===== config.mk =====
export PLATFORM = sky130hd
export DESIGN_NAME = servo_status_frame_parser
export DESIGN_NICKNAME = d
export VERILOG_FILES = /design/src/hdl/ssfp_pkg.sv /design/src/hdl/ssfp_front.sv /design/src/hdl/ssfp_fifo.sv /design/src/hdl/ssfp_back.sv /design/src/hdl/servo_status_frame_parser.sv
export SDC_FILE = /design/constraint.sdc
export NUM_CORES = 1
export LEC_CHECK = 0
export ABC_AREA = 1
export BUFFER_PORTS_ARGS = -buffer_cell sky130_fd_sc_hd__buf_4
export CORE_MARGIN = 5
export CORE_UTILIZATION = 45
export DETAILED_ROUTE_END_ITERATION = 12
export MAX_ROUTING_LAYER = met4
export PLACE_DENSITY = 0.6
export SLEW_MARGIN = 20
export SYNTH_ARGS = -nofsm -noshare
export SYNTH_HDL_FRONTEND = slang
export SYNTH_SLANG_ARGS = --single-unit

===== constraint.sdc =====
create_clock -name i_clk -period 12.7 [get_ports i_clk]
set_clock_uncertainty 0.2 [all_clocks]
set_input_delay 0.635 -clock i_clk [delete_from_list [all_inputs] [get_ports i_clk]]
set_output_delay 0.635 -clock i_clk [all_outputs]
set_load 0.05 [all_outputs]

===== src/hdl/ssfp_pkg.sv =====
// shared types and constants for the servo status frame parser
package ssfp_pkg;

    localparam logic [7:0] HDR_BYTE   = 8'hFF;
    localparam logic [7:0] LEN_BYTE   = 8'h13;
    localparam logic [7:0] ID_RESET   = 8'h01;

    // data byte index: frame byte number minus four
    localparam int         IDX_W       = 5;
    localparam logic [4:0] IDX_POS_LO  = 5'd1;
    localparam logic [4:0] IDX_POS_HI  = 5'd2;
    localparam logic [4:0] IDX_SPD_LO  = 5'd3;
    localparam logic [4:0] IDX_SPD_HI  = 5'd4;
    localparam logic [4:0] IDX_LOAD_LO = 5'd5;
    localparam logic [4:0] IDX_LOAD_HI = 5'd6;
    localparam logic [4:0] IDX_VOLT    = 5'd7;
    localparam logic [4:0] IDX_TEMP    = 5'd8;
    localparam logic [4:0] IDX_REGW    = 5'd9;
    localparam logic [4:0] IDX_MOVING  = 5'd11;
    localparam logic [4:0] IDX_TGT_LO  = 5'd12;
    localparam logic [4:0] IDX_TGT_HI  = 5'd13;
    localparam logic [4:0] IDX_CUR_LO  = 5'd14;
    localparam logic [4:0] IDX_CUR_HI  = 5'd15;
    localparam logic [4:0] IDX_LAST    = 5'd18;

    typedef enum logic [2:0] {
        ST_HUNT0,
        ST_HUNT1,
        ST_ID,
        ST_LEN,
        ST_DATA
    } t_front_state;

    typedef struct packed {
        logic [15:0] position;
        logic [15:0] speed;
        logic [15:0] load;
        logic [7:0]  voltage;
        logic [7:0]  temperature;
        logic [7:0]  reg_write_pending;
        logic [7:0]  moving;
        logic [15:0] target_position;
        logic [15:0] drive_current;
    } t_status;

    typedef struct packed {
        logic    ok;
        t_status status;
    } t_entry;

endpackage


===== src/hdl/ssfp_front.sv =====
// front end: header hunt, checksum accumulation and field capture
module ssfp_front (
    input  logic                 i_clk,
    input  logic                 i_rst_n,
    input  logic                 i_cfg_wr_en,
    input  logic [7:0]           i_cfg_wr_data,
    input  logic                 i_valid,
    input  logic [7:0]           i_byte,
    output logic                 o_push,
    output ssfp_pkg::t_entry     o_entry
);

    ssfp_pkg::t_front_state           r_state, n_state;
    logic [ssfp_pkg::IDX_W-1:0]       r_idx;
    logic [7:0]                       r_sum;
    logic [7:0]                       r_id;
    ssfp_pkg::t_status                r_cap;

    always_ff @(posedge i_clk) begin
        if (!i_rst_n) begin
            r_id <= ssfp_pkg::ID_RESET;
        end else if (i_cfg_wr_en) begin
            r_id <= i_cfg_wr_data;
        end
    end

    always_ff @(posedge i_clk) begin
        if (!i_rst_n) begin
            r_state <= ssfp_pkg::ST_HUNT0;
        end else begin
            r_state <= n_state;
        end
    end

    always_comb begin
        n_state = r_state;
        if (i_valid) begin
            unique case (r_state)
                ssfp_pkg::ST_HUNT0: begin
                    n_state = (i_byte == ssfp_pkg::HDR_BYTE) ? ssfp_pkg::ST_HUNT1
                                                             : ssfp_pkg::ST_HUNT0;
                end
                ssfp_pkg::ST_HUNT1: begin
                    n_state = (i_byte == ssfp_pkg::HDR_BYTE) ? ssfp_pkg::ST_ID
                                                             : ssfp_pkg::ST_HUNT0;
                end
                ssfp_pkg::ST_ID: begin
                    n_state = (i_byte == r_id) ? ssfp_pkg::ST_LEN : ssfp_pkg::ST_HUNT0;
                end
                ssfp_pkg::ST_LEN: begin
                    n_state = ssfp_pkg::ST_DATA;
                end
                ssfp_pkg::ST_DATA: begin
                    n_state = (r_idx == ssfp_pkg::IDX_LAST) ? ssfp_pkg::ST_HUNT0
                                                            : ssfp_pkg::ST_DATA;
                end
                default: begin
                    n_state = ssfp_pkg::ST_HUNT0;
                end
            endcase
        end
    end

    always_comb begin
        o_push          = i_valid && (r_state == ssfp_pkg::ST_DATA)
                          && (r_idx == ssfp_pkg::IDX_LAST);
        o_entry.ok      = (~r_sum == i_byte);
        o_entry.status  = r_cap;
    end

    // sum and index carry no meaning while hunting, so they need no reset
    always_ff @(posedge i_clk) begin
        if (i_valid) begin
            unique case (r_state)
                ssfp_pkg::ST_ID: begin
                    r_sum <= i_byte;
                end
                ssfp_pkg::ST_LEN: begin
                    r_sum <= r_sum + ssfp_pkg::LEN_BYTE;
                    r_idx <= '0;
                end
                ssfp_pkg::ST_DATA: begin
                    r_sum <= r_sum + i_byte;
                    r_idx <= r_idx + 1'b1;
                end
                default: begin
                end
            endcase
        end
    end

    always_ff @(posedge i_clk) begin
        if (i_valid && (r_state == ssfp_pkg::ST_DATA)) begin
            unique case (r_idx)
                ssfp_pkg::IDX_POS_LO:  r_cap.position[7:0]         <= i_byte;
                ssfp_pkg::IDX_POS_HI:  r_cap.position[15:8]        <= i_byte;
                ssfp_pkg::IDX_SPD_LO:  r_cap.speed[7:0]            <= i_byte;
                ssfp_pkg::IDX_SPD_HI:  r_cap.speed[15:8]           <= i_byte;
                ssfp_pkg::IDX_LOAD_LO: r_cap.load[7:0]             <= i_byte;
                ssfp_pkg::IDX_LOAD_HI: r_cap.load[15:8]            <= i_byte;
                ssfp_pkg::IDX_VOLT:    r_cap.voltage               <= i_byte;
                ssfp_pkg::IDX_TEMP:    r_cap.temperature           <= i_byte;
                ssfp_pkg::IDX_REGW:    r_cap.reg_write_pending     <= i_byte;
                ssfp_pkg::IDX_MOVING:  r_cap.moving                <= i_byte;
                ssfp_pkg::IDX_TGT_LO:  r_cap.target_position[7:0]  <= i_byte;
                ssfp_pkg::IDX_TGT_HI:  r_cap.target_position[15:8] <= i_byte;
                ssfp_pkg::IDX_CUR_LO:  r_cap.drive_current[7:0]    <= i_byte;
                ssfp_pkg::IDX_CUR_HI:  r_cap.drive_current[15:8]   <= i_byte;
                default: begin
                end
            endcase
        end
    end

endmodule


===== src/hdl/ssfp_fifo.sv =====
// small queue of completed frames between front and back
module ssfp_fifo #(
    parameter int DEPTH = 2
) (
    input  logic                 i_clk,
    input  logic                 i_rst_n,
    input  logic                 i_push,
    input  ssfp_pkg::t_entry     i_entry,
    input  logic                 i_pop,
    output logic                 o_full,
    output logic                 o_empty,
    output ssfp_pkg::t_entry     o_entry
);

    localparam int PTR_W = (DEPTH > 1) ? $clog2(DEPTH) : 1;
    localparam int CNT_W = $clog2(DEPTH + 1);

    ssfp_pkg::t_entry   r_mem [DEPTH];
    logic [PTR_W-1:0]   r_wr_ptr;
    logic [PTR_W-1:0]   r_rd_ptr;
    logic [CNT_W-1:0]   r_count;
    logic               w_do_push;
    logic               w_do_pop;

    assign o_full    = (r_count == CNT_W'(DEPTH));
    assign o_empty   = (r_count == '0);
    assign w_do_push = i_push && !o_full;
    assign w_do_pop  = i_pop && !o_empty;
    assign o_entry   = r_mem[r_rd_ptr];

    always_ff @(posedge i_clk) begin
        if (w_do_push) begin
            r_mem[r_wr_ptr] <= i_entry;
        end
    end

    always_ff @(posedge i_clk) begin
        if (!i_rst_n) begin
            r_wr_ptr <= '0;
            r_rd_ptr <= '0;
            r_count  <= '0;
        end else begin
            if (w_do_push) begin
                r_wr_ptr <= (r_wr_ptr == PTR_W'(DEPTH - 1)) ? '0 : r_wr_ptr + 1'b1;
            end
            if (w_do_pop) begin
                r_rd_ptr <= (r_rd_ptr == PTR_W'(DEPTH - 1)) ? '0 : r_rd_ptr + 1'b1;
            end
            if (w_do_push && !w_do_pop) begin
                r_count <= r_count + 1'b1;
            end else if (w_do_pop && !w_do_push) begin
                r_count <= r_count - 1'b1;
            end
        end
    end

endmodule


===== src/hdl/ssfp_back.sv =====
// back end: held status update and result register
module ssfp_back (
    input  logic                 i_clk,
    input  logic                 i_rst_n,
    input  logic                 i_valid,
    input  ssfp_pkg::t_entry     i_entry,
    output logic                 o_take,
    input  logic                 i_pop,
    output logic                 o_empty,
    output logic                 o_frame_ok,
    output ssfp_pkg::t_status    o_status
);

    ssfp_pkg::t_status  r_held;
    logic               r_out_valid;
    logic               r_out_ok;
    ssfp_pkg::t_status  r_out_status;

    // result register refills in the same cycle it is popped
    assign o_take     = i_valid && (!r_out_valid || i_pop);
    assign o_empty    = !r_out_valid;
    assign o_frame_ok = r_out_ok;
    assign o_status   = r_out_status;

    always_ff @(posedge i_clk) begin
        if (!i_rst_n) begin
            r_held      <= '0;
            r_out_valid <= 1'b0;
        end else begin
            if (o_take) begin
                r_out_valid <= 1'b1;
                if (i_entry.ok) begin
                    r_held <= i_entry.status;
                end
            end else if (i_pop) begin
                r_out_valid <= 1'b0;
            end
        end
    end

    always_ff @(posedge i_clk) begin
        if (o_take) begin
            r_out_ok     <= i_entry.ok;
            r_out_status <= i_entry.ok ? i_entry.status : r_held;
        end
    end

endmodule


===== src/hdl/servo_status_frame_parser.sv =====
// top level of the servo status frame parser
// a finished frame passes through the frame queue, then the result register, before its result shows
// throughput: one byte per cycle; the front stalls only when the frame queue is full
// frame queue depth QUEUE_DEPTH sets how many finished frames wait on a stalled reader
// reset: synchronous, active low; hunting for a header, queue and result empty,
// held status zero, servo id 1
module servo_status_frame_parser #(
    parameter int QUEUE_DEPTH = 2
) (
    input  logic        i_clk,
    input  logic        i_rst_n,
    input  logic        i_cfg_wr_en,
    input  logic [7:0]  i_cfg_wr_data,
    input  logic        i_push,
    output logic        o_full,
    input  logic [7:0]  i_rx_byte,
    output logic        o_empty,
    input  logic        i_pop,
    output logic        o_frame_ok,
    output logic [15:0] o_position,
    output logic [15:0] o_speed,
    output logic [15:0] o_load,
    output logic [7:0]  o_voltage,
    output logic [7:0]  o_temperature,
    output logic [7:0]  o_reg_write_pending,
    output logic [7:0]  o_moving,
    output logic [15:0] o_target_position,
    output logic [15:0] o_drive_current
);

    logic               w_accept;
    logic               w_q_push;
    logic               w_q_full;
    logic               w_q_empty;
    logic               w_q_take;
    ssfp_pkg::t_entry   w_front_entry;
    ssfp_pkg::t_entry   w_q_entry;
    ssfp_pkg::t_status  w_status;

    assign o_full   = w_q_full;
    assign w_accept = i_push && !w_q_full;

    ssfp_front u_front (
        .i_clk        (i_clk),
        .i_rst_n      (i_rst_n),
        .i_cfg_wr_en  (i_cfg_wr_en),
        .i_cfg_wr_data(i_cfg_wr_data),
        .i_valid      (w_accept),
        .i_byte       (i_rx_byte),
        .o_push       (w_q_push),
        .o_entry      (w_front_entry)
    );

    ssfp_fifo #(
        .DEPTH(QUEUE_DEPTH)
    ) u_fifo (
        .i_clk  (i_clk),
        .i_rst_n(i_rst_n),
        .i_push (w_q_push),
        .i_entry(w_front_entry),
        .i_pop  (w_q_take),
        .o_full (w_q_full),
        .o_empty(w_q_empty),
        .o_entry(w_q_entry)
    );

    ssfp_back u_back (
        .i_clk     (i_clk),
        .i_rst_n   (i_rst_n),
        .i_valid   (!w_q_empty),
        .i_entry   (w_q_entry),
        .o_take    (w_q_take),
        .i_pop     (i_pop),
        .o_empty   (o_empty),
        .o_frame_ok(o_frame_ok),
        .o_status  (w_status)
    );

    assign o_position          = w_status.position;
    assign o_speed             = w_status.speed;
    assign o_load              = w_status.load;
    assign o_voltage           = w_status.voltage;
    assign o_temperature       = w_status.temperature;
    assign o_reg_write_pending = w_status.reg_write_pending;
    assign o_moving            = w_status.moving;
    assign o_target_position   = w_status.target_position;
    assign o_drive_current     = w_status.drive_current;

    // a finished frame never meets a full queue
    a_no_overflow: assert property (@(posedge i_clk) disable iff (!i_rst_n)
        w_q_push |-> !w_q_full)
        else $error("frame queue overflow");

    // back end only drains a queue that holds something
    a_take_nonempty: assert property (@(posedge i_clk) disable iff (!i_rst_n)
        w_q_take |-> !w_q_empty)
        else $error("take from empty frame queue");

    a_reset_clear: assert property (@(posedge i_clk)
        !i_rst_n |=> (o_empty && !o_full))
        else $error("queues not empty after reset");

    // a bad frame repeats the status of the result before it
    a_bad_keeps_status: assert property (@(posedge i_clk) disable iff (!i_rst_n)
        (i_pop && !o_empty) ##1 (!o_empty && !o_frame_ok)
        |-> (o_position == $past(o_position) && o_drive_current == $past(o_drive_current)))
        else $error("status changed on checksum mismatch");

endmodule


Yosys cells after proc, flatten, opt, wreduce, memory -nomap -nowiden
Memories as Yosys holds them, arrays and structs flattened. A register that Yosys moved wholly into a read port is not among the register bits. Cells that the tools add are included. Widths: inputs -> output; s select.

Input bits: 21. Word-level logic and storage cells: 127. Flip-flop bits (word level): 366. RAM bits: 226. Memories kept: 1.

Memory list: u_fifo.r_mem (words 2, bits a word 113, read ports 1, clocked after Yosys merged registers in 1, wr ports 1, RTL line ssfp_fifo.sv:18) `ssfp_pkg::t_entry r_mem [DEPTH];`.

Add/sub/neg operators: 7. Bitwise logic cells: 1. Eq/ne operators: 23. Multiplexer cells: 18. Reductions and logical operators: 36.

Operators with widths (number): $mux 112 (1); $eq 5x4->1 const B (7); $reduce_and 2->1 (16); $pmux 8 s3 (1); $eq 5x3->1 const B (4); $eq 8x8->1 (2); $pmux 3 s5 (1); $eq 5x2->1 const B (2); $pmux 5 s2 (1); $mux 1 (9); $add 8x5->8 const B (1); $add 8x8->8 (1); $eq 8x8->1 const B (1); $logic_and 1x1->1 (8); $mux 2 (4); $not 8->8 (1); $eq 3x2->1 const B (2); $reduce_bool 2->1 (3); $add 5x1->5 const B (1); $eq 5x1->1 const B (1); $eq 5x5->1 const B (1); $logic_not 1->1 (5); $eq 3x1->1 const B (1); $eq 3x3->1 const B (1); 9 further kinds (10).

Longest topological paths before layout
Depth after elaboration: 10. Depth in mapped cells: 15. Depth with buffers taken out: 14.

Modules after synthesis
Synthesis repeated with hierarchy kept, for this count alone.

Cells, all modules: 2167. Area total of the unflattened synthesis: 24085.6 um^2.

By module, submodules not included: ssfp_back (area each 10203.5 um^2, seq. area each 5655.4 um^2, times used 1, cells an instance 1415); ssfp_fifo (area each 8688.3 um^2, seq. area each 6886.6 um^2, times used 1, cells an instance 390); ssfp_front (area each 5180.0 um^2, seq. area each 3973.8 um^2, times used 1, cells an instance 359); servo_status_frame_parser (area each 13.8 um^2, seq. area each 0.0 um^2, times used 1, cells an instance 3).

Least setup slack after synthesis
No wires, ideal clock.

Kind: input to register. Start point: in i_push. End point: mem u_fifo.r_mem[1][0] (netlist name) (enable). Setup slack: 6.167 ns. Data required time: 11.913 ns. Buffers on the path: 0. Stages on the path: 4. Arrival time: 5.745 ns. Cells stage by stage: o21ai_1 nor2_1 nand2_1 nor2_1.

Cells in the longest elaborated chain, start to end: 6.

RTL lines: start: declaration (RTL line servo_status_frame_parser.sv:14) `input logic i_push,`; $logic_and 1x1->1 (RTL line servo_status_frame_parser.sv:41) `assign w_accept = i_push && !w_q_full;`; $logic_and 1x1->1 (RTL line ssfp_front.sv:65) `o_push = i_valid && (r_state == ssfp_pkg::ST_DATA)`; $logic_and 1x1->1 (RTL line ssfp_front.sv:66) `&& (r_idx == ssfp_pkg::IDX_LAST);`; $logic_and 1x1->1 (RTL line ssfp_fifo.sv:27) `assign w_do_push = i_push && !o_full;`; $mux 1 (RTL line ssfp_fifo.sv:32) `if (w_do_push) begin`; $mux 1 (implied by the code) (RTL line ssfp_fifo.sv:33) `r_mem[r_wr_ptr] <= i_entry;`; end: declaration (RTL line ssfp_fifo.sv:18).

Every way passes these cells.

Final worst setup path
Start point: reg u_front.r_state[0]. End point: mem u_fifo.r_mem[1][75] (netlist name) (enable).

Cells in the longest elaborated chain, start to end: 6.

RTL lines: start: declaration (RTL line ssfp_front.sv:13) `ssfp_pkg::t_front_state r_state, n_state;`; start signal: assignment (RTL line ssfp_front.sv:29) `r_state <= ssfp_pkg::ST_HUNT0;`; start signal: assignment (RTL line ssfp_front.sv:31) `r_state <= n_state;`; $eq 3x3->1 (RTL line ssfp_front.sv:65); $logic_and 1x1->1 (RTL line ssfp_front.sv:65); $logic_and 1x1->1 (RTL line ssfp_front.sv:66); $logic_and 1x1->1 (RTL line ssfp_fifo.sv:27); $mux 1 (RTL line ssfp_fifo.sv:32); $mux 1 (implied by the code) (RTL line ssfp_fifo.sv:33).

Every way passes these cells.

==> results.json <==
{
  "status": "complete, no violations",
  "grt_pass1_vias": 12525,
  "cts_made_buffers": 57,
  "antenna_left": 0,
  "hold_buffers": 0,
  "clock.fmax_mhz": 304,
  "vias": 13108,
  "dp.cells": 2562,
  "fin_util": 0.517,
  "finalCritPeriodShare": 0.259,
  "area_growth_pct": 14.3,
  "layout_min_cycle_time_ns": 3.29,
  "wl_per_cell_um": 16.6,
  "synth-seq-cells": 593,
  "powerDensity_nw_per_um2": 242,
  "min_path_type": "in -> reg",
  "grt_max_degree": 226,
  "num-fill-cells": 4193,
  "grt-ovfl-total": 0,
  "reg2reg_depth": 9,
  "wl_mm": 44.2,
  "slew_headroom": 0.276,
  "layout_setup_ws_ns": 9.41,
  "power_frac_seq": 0.434,
  "chipWidth_um": 234,
  "slew_viol_final": 0,
  "syn_inst": 1833,
  "syn_area_per_cell_um2": 12.3,
  "initial_core_util": 0.452,
  "power_frac_comb": 0.316,
  "drive_gt1_frac": 0.115,
  "hold_viol": 0,
  "drtIter0Drc": 1080,
  "clock-sinks": 593,
  "dr.pass1.iters": 5,
  "gp_congestion": 0.808,
  "grt_usage": 0.165,
  "diodes": 0,
  "instances_no_fill": 2667,
  "power_w": 0.00623,
  "ioPinCount": 136,
  "ys_seq_area_frac": 0.734,
  "rsz0062_at_grt": "no",
  "die_height_um": 234,
  "core_region_area_um2": 49800,
  "nets": 1985,
  "switchingPower_w": 0.00227,
  "regArea_um2": 16500,
  "cts_setup_buffers": 0,
  "path_clk_slew_ns": 0.06,
  "netlist_area_um2": 22500,
  "tns_ns": 0,
  "startpoint_type": "flip-flop",
  "yosys_warnings": 0,
  "hold_depth": 3,
  "end_kind": "flip-flop",
  "required_ns": 12.71,
  "cts_tree": "yes",
  "dpl_worst_slack_ns": 8.80,
  "synth_cell_types": 31,
  "ir_worst_vdd_mv": 0.159,
  "path_max_fanout": 80,
  "cts_root_buf": "clkbuf_16",
  "port_buffers": 135,
  "clk_latency_ns": 0.59,
  "vias_per_cell": 4.91,
  "arrival_ns": 3.30,
  "p_sw_frac": 0.364,
  "path_class": "reg -> reg",
  "grt_pass1_wl_mm": 68.5,
  "power.share.clock": 0.250,
  "synth_nets": 1868,
  "cts.path.max_buffers": 3,
  "power_leakage_nw": 10.0,
  "drc": 0,
  "cts_resized": 0,
  "setup_viol": 0,
  "worst-slew-pin-transition_ns": 1.09,
  "dp.final_hpwl_mm": 25.1,
  "htreeDepth": 2,
  "internal_power_w": 0.00396,
  "die_area_um2": 54600,
  "multiInputGateArea_um2": 4070,
  "row_count": 82,
  "antenna_found_initial": 0,
  "cap_violations": 0
}
layout make-up:
| cell class | count | share of cell area |
|---|---|---|
| clock buffer | 85 | 0.0615 |
| clock inverter | 19 | 0.00457 |
| inverter | 383 | 0.0562 |
| multi-input combinational | 769 | 0.158 |
| sequential | 593 | 0.642 |
| tap | 672 | 0.0327 |
| timing repair buffer | 146 | 0.0449 |
sequential cells by signal, summed over array words and instances (netlist names), named ones only:
register	count
u_front.r_idx	5
u_fifo.r_rd_ptr	1
u_back.r_out_valid	1
u_front.o_entry	112
u_fifo.r_mem	226
u_fifo.r_wr_ptr	1
u_fifo.r_count	2
u_front.r_sum	8
u_back.o_status	112
u_back.o_frame_ok	1
u_front.r_state	3
u_front.r_id	8
u_back.r_held	112
worst paths after layout:
| path | start | endpoint | slack [ns] |
|---|---|---|---|
| setup / recovery | u_front.r_state[0]$_SDFFE_PN0N_ | u_fifo.r_mem[1][75]$_DFFE_PP_ | 9.41 |
| hold / removal | i_cfg_wr_data[5] | u_front.r_id[5]$_SDFFE_PN0P_ | 0.06 |
| setup reg to reg | u_front.r_state[0]$_SDFFE_PN0N_ | u_fifo.r_mem[1][75]$_DFFE_PP_ | 9.41 |
| hold reg to reg | u_front.o_entry[26]$_DFFE_PP_ | u_fifo.r_mem[0][26]$_DFFE_PP_ | 0.24 |
Yosys cell counts:
| cell | count | area, µm² |
|---|---|---|
| edfxtp_1 | 464 | 13900 |
| xor2_1 | 8 | 70.1 |
| buf_1 | 3 | 11.3 |
| nand3b_1 | 1 | 7.51 |
| a21oi_4 | 1 | 16.3 |
| o21ai_0 | 78 | 390 |
| o21bai_1 | 1 | 7.51 |
| fa_1 | 1 | 20.0 |
| buf_4 | 8 | 60.1 |
| clkinv_1 | 1 | 3.75 |
| a21oi_1 | 130 | 651 |
| buf_2 | 17 | 85.1 |
| nor2_1 | 51 | 191 |
| buf_6 | 15 | 169 |
| ha_1 | 13 | 163 |
| xnor2_1 | 7 | 61.3 |
| nand3_1 | 11 | 55.1 |
| nor4_1 | 1 | 6.26 |
| nor3_1 | 1 | 5.00 |
| nand4_1 | 2 | 12.5 |
| nand2_1 | 178 | 668 |
| clkbuf_1 | 45 | 169 |
| nor2_4 | 1 | 11.3 |
| inv_1 | 379 | 1420 |
| o211ai_1 | 112 | 841 |
| or2_2 | 2 | 12.5 |
| o21ai_4 | 1 | 16.3 |
| inv_2 | 3 | 11.3 |
| dfxtp_1 | 129 | 2580 |
| o22ai_1 | 1 | 6.26 |
| o21ai_1 | 168 | 841 |
cells by family (layout without fill, tap and decap cells):
logic type / count (synthesis) / in the layout / synth area share
flops: 593 / 593 / 0.734
compound gates: 492 / 492 / 0.123
buf+inv: 471 / 633 / 0.0859
simple gates: 248 / 248 / 0.0431
xor+xnor: 15 / 15 / 0.00584
fa+ha+maj: 14 / 14 / 0.00812
power groups by stage:
stage	combinational (W)	clock, W	sequential [W]
after floorplan	0.000836	0	0.00339
after global placement	0.00194	0	0.00275
after detailed placement	0.00199	0	0.00275
after CTS	0.00199	0.00160	0.00271
after global routing	0.00214	0.00168	0.00275
final	0.00197	0.00156	0.00270
worst max-delay path: stages, from the launching register on:
cell and delay, ns:
dfxtp_1 0.33, nor2_1 0.15, inv_1 0.10, nor2_4 0.14, inv_1 0.19, nor2_1 0.19, nand2_1 0.17, nor2_4 0.50
buf_16 0.24, buf_6 0.63
layer usage:
layer	vias up	GRT usage	part of all wire
met1	6262	0.217	0.44
met3	88	0.0301	0.047
li1	6470	-	-
met4	0	0.0481	0.026
met5	-	-	0
met2	288	0.265	0.48
metrics by stage:
step / area, µm² / hold WS (ns)
3_5_place_dp: 24000 / 0.229
5_1_grt: 25700 / 0.0424
4_1_cts: 25700 / 0.0228
6_report: 25700 / 0.0595
2_1_floorplan: 22500 / 0.221
3_3_place_gp: 24000 / 0.222
layout by cell type (no fill, tap or decap), types with 2 or more instances in the layout:
cell	count
nor2_4	3
dfxtp_1	128
o21ai_1	168
nand4_1	2
xor2_1	8
nand3_1	11
or2_2	2
clkinv_1	9
o21ai_0	78
ha_1	13
nor2_1	49
clkbuf_8	5
buf_16	2
a21oi_1	130
xnor2_1	7
clkbuf_1	23
buf_4	141
clkinvlp_4	3
inv_1	379
clkbuf_16	57
clkinv_2	7
edfxtp_1	464
o211ai_1	112
nand2_1	178
buf_6	2
(Power assumes the default switching activity.)
